`src/tournament_branch_predictor_core_assert.svh`:
```
// Assertion macros used by the tournament predictor controller.
`ifndef TOURNAMENT_BRANCH_PREDICTOR_CORE_ASSERT_SVH
`define TOURNAMENT_BRANCH_PREDICTOR_CORE_ASSERT_SVH

// Same-cycle implication, disabled while reset is low.
`define TBP_ASSERT_NOW(lbl, clk, rst_n, ante, cons, msg) \
    lbl: assert property (@(posedge clk) disable iff (!(rst_n)) (ante) |-> (cons)) \
        else $error(msg);

// Next-cycle implication, disabled while reset is low.
`define TBP_ASSERT_NEXT(lbl, clk, rst_n, ante, cons, msg) \
    lbl: assert property (@(posedge clk) disable iff (!(rst_n)) (ante) |=> (cons)) \
        else $error(msg);

`endif

```
`src/tbp_pkg.sv`:
```
// Package with types, constants and helper functions of the tournament predictor.
`timescale 1ns / 1ps
package tbp_pkg;

    // Table geometry. LOCAL_PHT_ENTRIES must be a power of two.
    localparam int LOCAL_HIST_BITS   = 10;
    localparam int LOCAL_PHT_ENTRIES = 1024;
    localparam int GLOBAL_HIST_BITS  = 12;

    localparam int LHT_DEPTH  = 1024;
    localparam int GTAB_DEPTH = 4096;
    localparam int LHT_IDX_W  = $clog2(LHT_DEPTH);
    localparam int GIDX_W     = $clog2(GTAB_DEPTH);
    localparam int LPHT_IDX_W = $clog2(LOCAL_PHT_ENTRIES);
    localparam int LHIST_W    = LOCAL_HIST_BITS;
    localparam int GHIST_W    = GLOBAL_HIST_BITS;

    // The clearing pass covers the deepest table.
    localparam int CLR_DEPTH = (LOCAL_PHT_ENTRIES > GTAB_DEPTH) ? LOCAL_PHT_ENTRIES
                                                                : GTAB_DEPTH;
    localparam int CLR_W     = $clog2(CLR_DEPTH);

    localparam int ADDR_W = 64;
    localparam int FOLD_LO_W = 10;
    localparam int FOLD_HI_W = 12;

    // Two-bit saturating counter values.
    localparam logic [1:0] CTR_MIN        = 2'd0;
    localparam logic [1:0] CTR_WEAK_TAKEN = 2'd2;
    localparam logic [1:0] CTR_MAX        = 2'd3;

    typedef logic [1:0] t_ctr;

    typedef enum logic [1:0] {
        OP_PREDICT = 2'd0,
        OP_SHIFT   = 2'd1,
        OP_TRAIN   = 2'd2,
        OP_NONE    = 2'd3
    } t_opcode;

    typedef struct packed {
        t_opcode     opcode;
        logic [63:0] branch_address;
        logic        outcome_taken;
        logic [11:0] saved_global_index;
        logic [9:0]  saved_local_index;
        logic        saved_global_vote;
        logic        saved_local_vote;
    } t_in_item;

    typedef struct packed {
        logic        predicted_taken;
        logic [11:0] global_index;
        logic [9:0]  local_index;
        logic        global_vote;
        logic        local_vote;
    } t_out_item;

    // Commands from the controller to the datapath.
    typedef struct packed {
        logic             accept;
        logic             lookup;
        logic             shift_wr;
        logic             train_wr;
        logic             out_load;
        logic             clr_wr;
        logic [CLR_W-1:0] clr_idx;
    } t_dp_cmd;

    // XOR fold of the address into 10-bit chunks; the top chunk is 4 bits wide.
    function automatic logic [FOLD_LO_W-1:0] fold10(input logic [ADDR_W-1:0] a);
        logic [FOLD_LO_W-1:0] r;
        r = '0;
        for (int s = 0; s < ADDR_W; s += FOLD_LO_W) begin
            r ^= FOLD_LO_W'(a >> s);
        end
        return r;
    endfunction

    // XOR fold of the address into 12-bit chunks; the top chunk is 4 bits wide.
    function automatic logic [FOLD_HI_W-1:0] fold12(input logic [ADDR_W-1:0] a);
        logic [FOLD_HI_W-1:0] r;
        r = '0;
        for (int s = 0; s < ADDR_W; s += FOLD_HI_W) begin
            r ^= FOLD_HI_W'(a >> s);
        end
        return r;
    endfunction

    // Saturating step of a two-bit counter.
    function automatic t_ctr sat_move(input t_ctr c, input logic up);
        t_ctr r;
        if (up) begin
            r = (c == CTR_MAX) ? CTR_MAX : c + 2'd1;
        end else begin
            r = (c == CTR_MIN) ? CTR_MIN : c - 2'd1;
        end
        return r;
    endfunction

endpackage

```
`src/tbp_ctrl.sv`:
```
// Controller of the tournament predictor: clearing pass, operation sequencing, output valid.
`timescale 1ns / 1ps
`include "tournament_branch_predictor_core_assert.svh"
module tbp_ctrl (
    input  logic              i_clk,
    input  logic              i_rst_n,
    input  logic              i_in_valid,
    input  tbp_pkg::t_opcode  i_opcode,
    output logic              o_in_ready,
    output logic              o_out_valid,
    input  logic              i_out_ready,
    output tbp_pkg::t_dp_cmd  o_cmd
);
    import tbp_pkg::*;

    typedef enum logic [2:0] {
        S_CLEAR,
        S_IDLE,
        S_LOOKUP,
        S_RESOLVE,
        S_UPDATE
    } t_state;

    t_state           r_state;
    t_state           n_state;
    t_opcode          r_op;
    t_opcode          n_op;
    logic [CLR_W-1:0] r_clr_idx;
    logic [CLR_W-1:0] n_clr_idx;
    logic             r_out_valid;
    logic             n_out_valid;
    t_dp_cmd          cmd;

    // Commands and next state.
    always_comb begin
        cmd         = '0;
        cmd.clr_idx = r_clr_idx;
        n_state     = r_state;
        n_op        = r_op;
        n_clr_idx   = r_clr_idx;
        n_out_valid = r_out_valid && !i_out_ready;
        case (r_state)
            S_CLEAR: begin
                cmd.clr_wr = 1'b1;
                n_clr_idx  = r_clr_idx + 1'b1;
                if (r_clr_idx == CLR_W'(CLR_DEPTH - 1)) begin
                    n_state = S_IDLE;
                end
            end
            S_IDLE: begin
                if (i_in_valid) begin
                    cmd.accept = 1'b1;
                    n_op       = i_opcode;
                    case (i_opcode)
                        OP_PREDICT:         n_state = S_LOOKUP;
                        OP_SHIFT, OP_TRAIN: n_state = S_UPDATE;
                        default:            n_state = S_IDLE;
                    endcase
                end
            end
            S_LOOKUP: begin
                cmd.lookup = 1'b1;
                n_state    = S_RESOLVE;
            end
            S_RESOLVE: begin
                // Wait here until the result register is free.
                if (!r_out_valid || i_out_ready) begin
                    cmd.out_load = 1'b1;
                    n_out_valid  = 1'b1;
                    n_state      = S_IDLE;
                end
            end
            S_UPDATE: begin
                if (r_op == OP_SHIFT) begin
                    cmd.shift_wr = 1'b1;
                end else begin
                    cmd.train_wr = 1'b1;
                end
                n_state = S_IDLE;
            end
            default: begin
                n_state = S_IDLE;
            end
        endcase
    end

    // State and registered outputs.
    always_ff @(posedge i_clk) begin
        if (!i_rst_n) begin
            r_state     <= S_CLEAR;
            r_op        <= OP_NONE;
            r_clr_idx   <= '0;
            r_out_valid <= 1'b0;
        end else begin
            r_state     <= n_state;
            r_op        <= n_op;
            r_clr_idx   <= n_clr_idx;
            r_out_valid <= n_out_valid;
        end
    end

    assign o_in_ready  = (r_state == S_IDLE);
    assign o_out_valid = r_out_valid;
    assign o_cmd       = cmd;

    // A result is loaded only into a free or draining result register.
    `TBP_ASSERT_NOW(a_load_free, i_clk, i_rst_n, cmd.out_load,
        !r_out_valid || i_out_ready, "result overwritten before it was taken")
    // A predict beat is followed by the local counter lookup.
    `TBP_ASSERT_NEXT(a_predict_lookup, i_clk, i_rst_n,
        cmd.accept && (i_opcode == OP_PREDICT), cmd.lookup, "predict lookup skipped")
    // Table writes never coincide with taking a new beat.
    `TBP_ASSERT_NOW(a_write_not_ready, i_clk, i_rst_n,
        cmd.shift_wr || cmd.train_wr || cmd.clr_wr, !o_in_ready,
        "table write while accepting a beat")

endmodule

```
`config.mk`:
```
export PLATFORM = sky130hd
export DESIGN_NAME = tbp_ctrl
export DESIGN_NICKNAME = d
export VERILOG_FILES = /design/src/tbp_pkg.sv /design/src/tbp_ctrl.sv
export VERILOG_INCLUDE_DIRS = /design/src /design/src/src
export SDC_FILE = /design/constraint.sdc
export NUM_CORES = 1
export LEC_CHECK = 0
export ABC_AREA = 0
export BUFFER_PORTS_ARGS = -buffer_cell sky130_fd_sc_hd__buf_2
export CAP_MARGIN = 10
export CORE_MARGIN = 4
export CORE_UTILIZATION = 34
export CTS_CLUSTER_DIAMETER = 200
export DETAILED_ROUTE_END_ITERATION = 6
export GPL_ROUTABILITY_DRIVEN = 0
export GPL_TIMING_DRIVEN = 0
export PLACE_DENSITY_LB_ADDON = 0.12
export SLEW_MARGIN = 15
export SYNTH_ARGS = -nofsm -noshare
export SYNTH_HDL_FRONTEND = slang
export SYNTH_SLANG_ARGS = --single-unit
export TNS_END_PERCENT = 20
```
`constraint.sdc`:
```
create_clock -name i_clk -period 3.52 [get_ports i_clk]
set_input_delay 0.176 -clock i_clk [delete_from_list [all_inputs] [get_ports i_clk]]
set_output_delay 0.176 -clock i_clk [all_outputs]
set_load 0.05 [all_outputs]
```
==> flow_summary.yaml <==
run_status:
  outcome: "complete, no violations"
power_and_ir_drop:
  p_per_area_nw_per_um2: 335.6
  pwr-share-comb_pct: 7.9
  p_sw_uw: 88.07
  internal-power_uw: 279.3
  ir_worst_vdd_uv: 177.5
  pwr-share-seq_pct: 57.4
  power.share.clock_pct: 34.7
  switching_share_pct: 23.97
  p_leak_uw: 0.0004957
synth:
  synth-edff-count: 0
  async_reset_ff_share_pct: 0
  synth_cells: 101
  syn_avg_cell_area_um2: 8.870
  syn_area_um2: 895.9
  yosysSeqAreaShare_pct: 40.22
  ys_types: 31
  synth_flop_cell: "dfxtp_1"
  synthTopCellsByArea: "dfxtp_1 40%, and2_1 6.3%, xor2_1 4.9%, ha_1 4.2%, nand2_1 4.2%"
  synth_top_area_cell: "dfxtp_1"
  synth.top_cell.area_share_pct: 40.22
  yosysWarningCount: 0
  ys_seq_elements: 18
  syn_nets: 110
sta:
  whs_ns: 0.1510
  fin_crit_sh_pct: 49.82
  fmax_mhz: 570.3
  rsz0062_at_grt: "false"
  finalHoldViolCount: 0
  setup-violations-final: 0
  slew_headroom_pct: 76.26
  slew_violations: 0
  final.min_clock_period_ns: 1.753
  max_slew.worst_pin.slew_ns: 0.3561
  finalSetupTns_ns: 0
  fin_worst_skew_ns: 0.003270
route:
  vias_per_cell: 4.813
  vias: 770
  ant_nets: 0
  drc_errors: 0
  wirelength_um: 1811
  drt_iter0_markers: 8
  wl_per_cell_um: 11.32
  detail_route.first_pass.iterations: 2
cells_and_area:
  layout-drive-gt1-share_pct: 27.69
  area_growth_pct: 22.21
  nets: 140
  antennaDiodeCount: 0
worst_setup_path:
  path_max_fanout: 8
  start_kind: "register"
  cp-end-kind: "output pin"
  max_stage_delay_ns: 0.46
  worstPathRequired_ns: 3.34
  cpMaxStageDelayCell: "dfxtp_1"
  critPathArrivalTime_ns: 1.58
  crit_chain: "and4bb_2, clkbuf_1, buf_2"
  worst-setup-path-type: "register to output pin"
hold_path:
  hold_path.class: "input pin to register"
clock_network:
  cts_buffers: 3
  cts-resized-gates: 0
  cts_buffer_depth: 2
  holdBufCountCts: 0
  clk_latency_ns: 0.29
  clock-sinks: 18
  cts.htree.levels: 1
  clk_pin_slew_worst_paths_ns: 0.10
  clockRootBuffer: "clkbuf_4"
  cts_setup_buffers: 0
  cts_tree: "done"
placed_design:
  dp_hpwl_um: 1392
  placement.io_buffers: 25
die:
  die_y_um: 59.33
  core-area_um2: 2500
  rows: 18
  die-area_um2: 3520
  initial_core_util_pct: 35.84
  die_x_um: 59.33
  io_pins: 26
global_route:
  grt_overflow: 0
  grt_pass1_vias: 720
  antenna_found_initial: 0
  grt_pass1_wl_um: 3105
  grt_max_degree: 11
  globalRouteTotalUtil_pct: 11.52
run:
  drv_cap: 0
-- layer usage --
layer,vias up,wire (um),track usage [%]
met5,-,0,0
met1,352,872,15.87
met2,16,818,17.32
met4,0,12,4.854
met3,2,108,2.397
li1,400,-,-
-- final cells by class --
class / count / area (um^2)
fill: 256 / 1405
multi-input combinational: 73 / 490.5
sequential: 18 / 360.3
timing repair buffer: 25 / 125.1
tap: 30 / 37.54
clock buffer: 4 / 36.28
inverter: 7 / 26.28
buffer: 3 / 18.77
-- final timing paths --
kind / startpoint / to / slack [ns] / depth (start not counted)
worst max-delay path: r_state[0] / o_cmd[17] / 1.77 / 3
worst min-delay path: i_opcode[0] / r_op[0] / 0.15 / 3
worst max register to register: r_clr_idx[1] / r_clr_idx[10] / 1.98 / 5
worst min register to register: r_clr_idx[11] / r_clr_idx[11] / 0.51 / 2
-- kinds of logic after synthesis --
family                     Yosys count  share of synthesized area [%]
and+or+nand+nor                     49                          33.24
buffers and inverters               10                          5.029
adders and majority gates            3                          4.190
AOI/OAI and AO/OA                   12                          8.520
DFF                                 18                          40.22
xor gates and xnor gates             9                          8.798
-- cells in the final DEF, fill, tap and decap left out, drive strengths merged --
cell,instances
nand4,3
and2,9
dfxtp,18
nand3b,2
o21ai,4
a21boi,4
nand2,10
and3,1
ha,3
nor4,3
and4bb,1
nor2b,2
a21oi,2
nor3,6
xnor2,4
a22o,1
nor2,4
nand3,3
clkbuf,6
buf,26
nand2b,1
o211ai,1
or2b,1
nor3b,1
xor2,5
inv,7
or3,2
-- stage by stage --
step	util, %	instance area (um^2)	power [uW]	setup WS [ns]	cells
2_1_floorplan	-	895.9	234.4	1.721	101
3_3_place_gp	42.34	1059	244.1	2.008	156
3_5_place_dp	42.34	1059	245.0	1.985	156
4_1_cts	43.79	1095	373.9	1.751	160
5_1_grt	43.79	1095	386.2	1.646	160
6_report	43.79	1095	367.4	1.767	160
-- synth_stat cells (all sizes together), types with 2 or more instances --
library cell and instances:
a21oi 2, o21ai 4, inv 7, dfxtp 18
and2 9, nand4 3, nor3 6, nand2 10
xor2 5, ha 3, nand3 3, nor2b 2
nor4 3, nand3b 2, xnor2 4, nor2 4
a21boi 4, clkbuf 2, or3 2
-- sequential cells by signal, summed over array words and instances, names as in the netlist --
register / cells
o_out_valid: 1
r_state: 3
r_op: 2
r_clr_idx: 12
-- power by group through the flow --
| stage | Clock [uW] | Sequential, uW | Combinational (uW) |
|---|---|---|---|
| global placement | 0 | 215 | 28.9 |
| floorplan | 0 | 225 | 8.91 |
| finish | 127 | 211 | 29.0 |
| detailed placement | 0 | 215 | 29.5 |
| CTS | 133 | 211 | 29.6 |
| global route | 142 | 212 | 32.1 |
-- worst max-delay path, delay by kind of cell (launching register included) --
kind	cells	cell delay, ns
buf+inv	2	0.59
simple gates	1	0.25
flops	1	0.46
(Power assumes the default switching activity.)
